<file path="src/sv/pld_pkg.sv">
// Shared constants and types for the path loop detector.
`default_nettype none
package pld_pkg;

  localparam int DEF_POINT_DEPTH = 256;
  localparam int DEF_MAX_LOOPS   = 32;
  localparam int DEF_COORD_WIDTH = 24;

  localparam int CW_LIMIT    = 30;
  localparam int TABLE_LIMIT = 32;
  localparam int QUEUE_DEPTH = 2;
  localparam int DIGIT_W     = 16;
  localparam int QUOT_BITS   = 16;
  localparam int T_SHIFT     = 16;
  localparam int PAR_LIMIT   = 512;
  localparam int IDX_W       = 8;
  localparam int MID_W       = 24;
  localparam int PRUNE_W     = 16;

  localparam logic [PRUNE_W-1:0] PRUNE_RESET = 16'd256;

  typedef struct packed {
    logic loop_valid;
    logic table_full;
    logic points_dropped;
    logic last_result;
  } res_flags_t;

endpackage
`default_nettype wire

</file>
<file path="src/sv/pld_front.sv">
// Input side: accepts points, trims coordinates and queues them for the scan engine.
`default_nettype none
module pld_front #(
  parameter int COORD_WIDTH = pld_pkg::DEF_COORD_WIDTH,
  parameter int CW          = pld_pkg::DEF_COORD_WIDTH
) (
  input  wire                          clk,
  input  wire                          rst_n,
  input  wire                          in_valid,
  output logic                         in_stall,
  input  wire signed [COORD_WIDTH-1:0] in_point_x,
  input  wire signed [COORD_WIDTH-1:0] in_point_y,
  input  wire signed [COORD_WIDTH-1:0] in_point_z,
  input  wire                          in_is_last_point,
  output logic                         q_valid,
  input  wire                          q_pop,
  output logic signed [CW-1:0]         q_x,
  output logic signed [CW-1:0]         q_y,
  output logic signed [CW-1:0]         q_z,
  output logic                         q_last
);

  localparam int QD  = pld_pkg::QUEUE_DEPTH;
  localparam int QAW = (QD > 1) ? $clog2(QD) : 1;
  localparam int QCW = $clog2(QD + 1);

  logic signed [CW-1:0] x_r [QD];
  logic signed [CW-1:0] y_r [QD];
  logic signed [CW-1:0] z_r [QD];
  logic                 last_r [QD];
  logic [QAW-1:0]       wp_r, rp_r;
  logic [QCW-1:0]       cnt_r;
  logic                 push;

  assign in_stall = (cnt_r == QCW'(QD));
  assign push     = in_valid && !in_stall;
  assign q_valid  = (cnt_r != '0);
  assign q_x      = x_r[rp_r];
  assign q_y      = y_r[rp_r];
  assign q_z      = z_r[rp_r];
  assign q_last   = last_r[rp_r];

  always_ff @(posedge clk) begin
    if (!rst_n) begin
      wp_r  <= '0;
      rp_r  <= '0;
      cnt_r <= '0;
    end else begin
      if (push) begin
        wp_r <= (wp_r == QAW'(QD - 1)) ? '0 : wp_r + 1'b1;
      end
      if (q_pop) begin
        rp_r <= (rp_r == QAW'(QD - 1)) ? '0 : rp_r + 1'b1;
      end
      if (push && !q_pop) begin
        cnt_r <= cnt_r + 1'b1;
      end else if (!push && q_pop) begin
        cnt_r <= cnt_r - 1'b1;
      end
    end
  end

  // Only the low CW bits of a coordinate carry meaning.
  always_ff @(posedge clk) begin
    if (push) begin
      x_r[wp_r]    <= in_point_x[CW-1:0];
      y_r[wp_r]    <= in_point_y[CW-1:0];
      z_r[wp_r]    <= in_point_z[CW-1:0];
      last_r[wp_r] <= in_is_last_point;
    end
  end

endmodule
`default_nettype wire

</file>
<file path="config.mk">
export PLATFORM = sky130hd
export DESIGN_NAME = pld_front
export DESIGN_NICKNAME = d
export VERILOG_FILES = /design/src/sv/pld_pkg.sv /design/src/sv/pld_front.sv
export SDC_FILE = /design/constraint.sdc
export NUM_CORES = 1
export LEC_CHECK = 0
export BUFFER_PORTS_ARGS = -buffer_cell sky130_fd_sc_hd__buf_2
export CORE_MARGIN = 5
export CORE_UTILIZATION = 42
export DETAILED_ROUTE_END_ITERATION = 10
export PLACE_DENSITY = 0.66
export RECOVER_POWER = 50
export SETUP_SLACK_MARGIN = 0.5
export SLEW_MARGIN = 20
export SYNTH_ARGS = -nofsm -noshare
export SYNTH_HDL_FRONTEND = slang
export SYNTH_SLANG_ARGS = --single-unit
</file>
<file path="constraint.sdc">
create_clock -name clk -period 6.7 [get_ports clk]
set_clock_uncertainty 0.1 [all_clocks]
set_input_delay 2.01 -clock clk [delete_from_list [all_inputs] [get_ports clk]]
set_output_delay 2.01 -clock clk [all_outputs]
set_load 0.01 [all_outputs]
</file>
; Word level (Yosys, flattened, before mapping)
; Memory sizes are Yosys's and may differ from the RTL's. A register that Yosys moved wholly into a read port is not among the register bits.
; Cells that the tools add are included.
[word_totals]
mem_bits_rw = 146
reg_bits = 4
out_inout_bits = 75
inputBits = 77
mem_count = 4
word_cells = 34
[mem_list]
columns = name, depth, width, rd, rd_ports_with_merged_regs, write_ports, line
row1 = x_r, 2, 24, 1, 1, 1, pld_front.sv:27  ; logic signed [CW-1:0] x_r [QD];
row2 = y_r, 2, 24, 1, 1, 1, pld_front.sv:28  ; logic signed [CW-1:0] y_r [QD];
row3 = z_r, 2, 24, 1, 1, 1, pld_front.sv:29  ; logic signed [CW-1:0] z_r [QD];
row4 = last_r, 2, 1, 1, 1, 1, pld_front.sv:30  ; logic last_r [QD];
[classes]
n_reduce_logical = 8
add_sub_neg = 4
n_eq_ne = 1
mux = 14
[op_table]
columns = operator, count
row1 = 1-bit two-way mux, 12
row2 = 2-bit two-way mux, 2
row3 = 2-bit nonzero test, 2
row4 = 1-bit logical AND, 3
row5 = 1-bit logical NOT, 3
row6 = 1-bit adder (second input constant), 2
row7 = 2-bit by 1-bit adder with 2-bit output (second input constant), 1
row8 = 2-bit == test (second input constant), 1
row9 = 2-bit by 1-bit subtractor with 2-bit output (second input constant), 1

; Depth between registers and ports, before layout
; Gate-level depths: netlist of run 1.
[logic_depth]
ltp_word = 7
ltp_mapped = 7
mapped_depth_nobuf = 7

; Worst setup path after synthesis of run 1
; Ideal clock, no wire load.
[synth_path]
path_kind = in2reg
start = in in_valid
end = mem last_r[0] (enable)
t_required_ps = 6107
setup_ps = 493
cell_stages = 2
path_buffers = 0
slack_ps = 1168
arrival_ps = 4939
path_cell_list = inv_1 -> nor3_2
[synth_between]
elab_chain_len = 3
[synth_lines]
columns = element, line
row1 = start: declaration, pld_front.sv:9  ; input wire in_valid,
row2 = 1-bit logical AND, pld_front.sv:36  ; assign push = in_valid && !in_stall;
row3 = 1-bit two-way mux, pld_front.sv:65  ; if (push) begin
row4 = 1-bit two-way mux (not written as such), pld_front.sv:69  ; last_r[wp_r] <= in_is_last_point;
row5 = end: declaration, pld_front.sv:30
; No other way between the ends.

; Final worst setup path of run 1
[layout_path]
start = in in_valid
end = mem y_r[0][14] in the netlist's numbering (enable)
[layout_between]
elab_chain_len = 3
[layout_lines]
columns = element, line
row1 = 1-bit logical AND, pld_front.sv:36
row2 = 1-bit two-way mux, pld_front.sv:65
row3 = 1-bit two-way mux (not written as such), pld_front.sv:67  ; y_r[wp_r] <= in_point_y[CW-1:0];
row4 = end: declaration, pld_front.sv:28
; No other way between the ends.

==> impl_metrics.ini, run 1 <==
[power]
sw_frac_of_total_pct = 21.61
p_leak_nw = 2.517
power_frac_clock_pct = 39.3
p_comb_share_pct = 11.5
peakVddDrop_uv = 220.3
internal_power_mw = 1.893
p_switching_uw = 521.8
powerDensity_mw_per_mm2 = 346.3
seq_power_share_pct = 49.2

[setup_path]
start_kind = primary input
r2r_slack_ns = 3.69
cp-end-kind = flop
path_class = primary input to flop
arrival_ns = 4.12
crit_path_max_fanout = 40
cp.required_ns = 6.58

[floorplanning]
core_area_mm2 = 0.01309
std_cell_rows = 42
boundaryPins = 152
die-area_mm2 = 0.01556
start_util_pct = 42.26
dieWidth_um = 124.8
fp.dieH_um = 124.8

[timing]
period_needed_ns = 4.233
relSlewSlack_pct = -47.56
slew_viol_final = 76
fin_crit_sh_pct = 63.18
rsz0062_at_grt = false
final.setup.tns_ns = 0
setup_slack_ns = 2.467
fmaxAchievable_mhz = 236.2
finalSetupViolCount = 0
hold_viol = 0
tightest_slew_ns = 2.213

[clock_network]
clockBufferDepth = 2
cts-resized-gates = 0
cts_made_buffers = 17
cts_root_buf = clkbuf_16
insertion_delay_ns = 0.41
cts_setup_buffers = 0
cts_tree = yes
cts_hold_buf = 0
clk_pin_slew_worst_paths_ns = 0.05
cts_sinks = 151
cts_htree_levels = 4

[place]
io_buffers = 151
pre_cts_slack_ns = 2.950
place.gp.congestion = 0.7662
dpl.hpwl_mm = 6.367

[finish]
areaGrowthSynthToFinish_pct = 26.09
diodes = 0
drive_above_1_share_pct = 47.55
fin_nets = 494

[synthesis]
synthFlopType = edfxtp_1
synth_cells = 252
async_flop_share_pct = 0
yosys_warnings = 0
ys_ff_latch = 151
avgSynthCellArea_um2 = 21.95
syn_area_mm2 = 0.005530
synth-edff-count = 146
syn_nets = 330
synth_seq_area_share_pct = 81.09
ys_types = 22

[drt]
drt_iter0_drc = 133
drt-met1-wl_mm = 4.008
post_drt_wl_per_cell_um = 16.17
postRouteAntennaNets = 0
drcViolationCount = 0
vias_per_cell = 4.688
wl_met2_mm = 4.785
met3_length_um = 766
num_vias = 2836
dr.pass1.iters = 4
wirelength_mm = 9.780
top_layer_used = met5

[grt]
grt_pass1_wl_mm = 15.43
gr-total-overflow = 0
grt_pass1_vias = 3121
grt_antenna_before_repair = 1
grt_max_degree = 74
track_usage_pct = 12.89

[run]
maxCapViolations = 2

[min_path]
hold_class = flop to flop

[run_status]
outcome = complete, but fails checks
violations = capacitance limit, slew limit
==> power by group through the flow <==
stage	clock network [mW]	registers (mW)	logic, mW
after floorplan	0	1.19	0.186
after global placement	0	1.20	0.288
after detailed placement	0	1.21	0.291
after CTS	0.970	1.19	0.293
after global routing	1.02	1.20	0.303
final	0.950	1.19	0.278
==> logic make-up (layout without fill, tap and decap cells) <==
family,after synthesis,in the layout,synth area share (%)
buffers and inverters,11,188,1.765
muxes,73,73,14.86
and+or+nand+nor,9,9,1.086
DFF,151,151,81.09
AOI/OAI and AO/OA,4,4,0.4978
adders and majority gates,1,1,0.2262
xor gates and xnor gates,3,3,0.4752
==> cells in the mapped netlist, types with 2 or more instances <==
library cell | count | area (um^2)
edfxtp_1 | 146 | 4384
mux2_2 | 65 | 732.0
mux2_1 | 8 | 90.09
buf_6 | 7 | 78.83
dfxtp_1 | 5 | 100.1
and2_1 | 3 | 18.77
inv_1 | 2 | 7.510
xor2_1 | 2 | 17.52
==> registers in the layout, summed over array words and instances (netlist names), named ones only <==
register / cells
last_r: 2
y_r: 48
rp_r: 1
x_r: 48
cnt_r: 2
wp_r: 1
z_r: 48
==> layout by cell type, fill, tap and decap left out, drive strengths merged, types with 2 or more instances in the layout <==
cell    instances
a21boi          2
and2            3
buf           109
bufinv          4
clkbuf         64
clkinv          7
dfxtp           5
edfxtp        146
inv             3
mux2           73
xor2            2
==> stage by stage <==
| step | util, % | std cells | cell area [um^2] | total power [mW] | hold WS [ns] |
|---|---|---|---|---|---|
| after global routing | 53.29 | 605 | 6973 | 2.522 | 0.4666 |
| after global placement | 49.29 | 573 | 6450 | 1.489 | 0.3871 |
| after CTS | 53.83 | 605 | 7044 | 2.450 | 0.4293 |
| after detailed placement | 49.29 | 573 | 6450 | 1.498 | 0.4214 |
| final | 53.29 | 605 | 6973 | 2.415 | 0.4343 |
| after floorplan | - | 252 | 5530 | 1.373 | 0.3775 |
==> metal layers <==
metal  global-route usage, %  vias to the layer above
li1                        -                     1320
met3                   5.403                       15
met1                   14.69                     1392
met2                   21.28                      107
met5                       0                        -
met4                   5.609                        2
==> final cells by class <==
cell class                 count  area (um^2)
clock inverter                12        157.7
fill                        1094         6112
multi-input combinational     90        948.4
tap                          176        220.2
timing repair buffer         153        710.7
inverter                       3        11.26
clock buffer                  20        436.7
sequential                   151         4488
==> path summary, 6_finish.rpt <==
path | start | endpoint | depth (start not counted)
setup reg to reg | cnt_r[0] | y_r[0][14] | 4
setup / recovery | in_valid | y_r[0][14] | 4
hold reg to reg | cnt_r[1] | cnt_r[1] | 2
hold / removal | cnt_r[1] | cnt_r[1] | 2
==> critical path, stage by stage <==
cell      delay [ns]
clkbuf_1        0.12
inv_1           0.07
nor3_1          0.27
clkbuf_1        1.61
(Power assumes the default switching activity.)
==> inputs of run 2 (changes only) <==
==> constraint.sdc (replaced) <==
create_clock -name clk -period 4 [get_ports clk]
set_clock_uncertainty 0.1 [all_clocks]
set_input_delay 1.2 -clock clk [delete_from_list [all_inputs] [get_ports clk]]
set_output_delay 1.2 -clock clk [all_outputs]
set_load 0.01 [all_outputs]
==> impl_metrics.ini, run 2 (synthesis results as in run 1) <==
[min_path]
hold_class = flop to flop
holdCritStartpoint = cnt_r[1]
hold_depth = 2
min_to = cnt_r[1]

[timing]
hold_viol = 0
final.setup.tns_ns = 0
tightest_slew_ns = 2.139
relSlewSlack_pct = -42.58
fmaxAchievable_mhz = 301.0
slew_viol_final = 76
finalSetupViolCount = 0
fin_crit_sh_pct = 83.07
rsz0062_at_grt = false
period_needed_ns = 3.323

[setup_path]
cp-end-kind = primary output
start_kind = flop
r2r_slack_ns = 1.13
crit_path_max_fanout = 73
path_class = flop to primary output
slowest_stage = dfxtp_4
cp.required_ns = 2.70
crit-reg2reg-launch = cnt_r[0]
max_stage_delay_ns = 0.98
path_cells = mux2_2, buf_2
ff2ff_path_depth = 4
regToRegEndpoint = z_r[0][10]
arrival_ns = 2.02

[power]
peakVddDrop_uv = 324.8
seq_power_share_pct = 49.9
p_switching_uw = 871.6
powerDensity_mw_per_mm2 = 570.3
internal_power_mw = 3.107
p_comb_share_pct = 11.9
power_frac_clock_pct = 38.2
p_leak_nw = 2.513
sw_frac_of_total_pct = 21.91

[floorplanning]
std_cell_rows = 42
boundaryPins = 152
core_area_mm2 = 0.01309
die-area_mm2 = 0.01556
start_util_pct = 42.26
fp.dieH_um = 124.8
dieWidth_um = 124.8

[run_status]
outcome = complete, but fails checks
violations = capacitance limit, slew limit

[finish]
final_util_pct = 53.32
drive_above_1_share_pct = 47.79
fin_nets = 495
final_area_mm2 = 0.006977
final_common_cell = edfxtp_1
fill_cells = 1075
final_cell_mix = edfxtp_1 (146), buf_2 (107), mux2_2 (65)
regArea_mm2 = 0.004488
multi_input_area_um2 = 954.7
diodes = 0
top_regs = x_r (48), y_r (48), z_r (48)
areaGrowthSynthToFinish_pct = 26.15

[clock_network]
cts_htree_levels = 4
clockBufferDepth = 2
cts_hold_buf = 0
cts_setup_buffers = 0
cts_root_buf = clkbuf_16
cts_made_buffers = 17
insertion_delay_ns = 0.40
clk_pin_slew_worst_paths_ns = 0.05
cts_sinks = 151
cts-resized-gates = 0
cts_tree = yes

[drt]
postRouteAntennaNets = 0
num_vias = 2844
wirelength_mm = 9.600
dr.pass1.iters = 6
drcViolationCount = 0
drt_iter0_drc = 161
vias_per_cell = 4.701
post_drt_wl_per_cell_um = 15.87

[grt]
grt_antenna_before_repair = 1
grt_max_degree = 74
track_usage_pct = 12.76
grt_pass1_wl_mm = 15.52
grt_pass1_vias = 3097
gr-total-overflow = 0

[place]
dpl_cell_area_mm2 = 0.006472
place.gp.congestion = 0.6886
io_buffers = 151
dpl.hpwl_mm = 6.312

[run]
maxCapViolations = 2
run 2: cell types whose count changed in the layout (fill, tap and decap cells not counted), sizes merged:
cell / previous run / this run
bufinv: 4 / 3
clkinvlp: 1 / 2
clkbuf: 64 / 63
buf: 109 / 110
run 2: power by group through the flow:
| stage | clock (mW) | sequential [mW] | combinational [mW] |
|---|---|---|---|
| finish | 1.52 | 1.99 | 0.472 |
| global route | 1.64 | 2.00 | 0.519 |
| CTS | 1.56 | 1.99 | 0.494 |
| detailed placement | 0 | 2.02 | 0.491 |
| global placement | 0 | 2.01 | 0.488 |
| floorplan | 0 | 1.98 | 0.314 |
run 2: metal layers:
layer  GRT usage [%]  routed length (um)
met5               0                  13
met4           3.868                 107
met3           6.432                 767
met2           21.47                4806
met1           14.21                3905
run 2: per-stage QoR:
stage | setup slack (ns) | instances | hold WS, ns | total power [mW]
detailed placement | 1.052 | 574 | 0.4038 | 2.509
finish | 0.6772 | 605 | 0.4130 | 3.979
global route | 0.5187 | 605 | 0.4511 | 4.158
floorplan | 0.5031 | 252 | 0.3775 | 2.298
global placement | 1.057 | 574 | 0.3885 | 2.497
CTS | 0.6030 | 605 | 0.4139 | 4.037
run 2: critical path: cells and delay by family, from the launching register on:
family / cells / cell delay [ns]
flops: 1 / 0.98
mux: 1 / 0.43
buf+inv: 1 / 0.14
run 2: area by class of cell:
| class | instances | share of cell area (%) |
|---|---|---|
| clock inverters | 12 | 1.937 |
| flip-flops and latches | 151 | 64.33 |
| repair buffers | 154 | 10.49 |
| multi-input cells | 90 | 13.68 |
| inverters | 3 | 0.1973 |
| well taps | 176 | 3.156 |
| clock buffers | 19 | 6.205 |
run 2: worst max-delay path by stage:
| stage | from | endpoint | slack (ns) | cells past startpoint |
|---|---|---|---|---|
| finish | flop | q_z[2] | 0.68 | 2 |
| global route | in_valid | z_r[0][7] | 0.52 | 4 |
| CTS | flop | q_z[23] | 0.60 | 2 |
| detailed placement | flop | q_z[23] | 1.05 | 2 |
| global placement | flop | q_y[9] | 1.06 | 2 |
| floorplan | in_valid | last_r[1] | 0.50 | 1 |
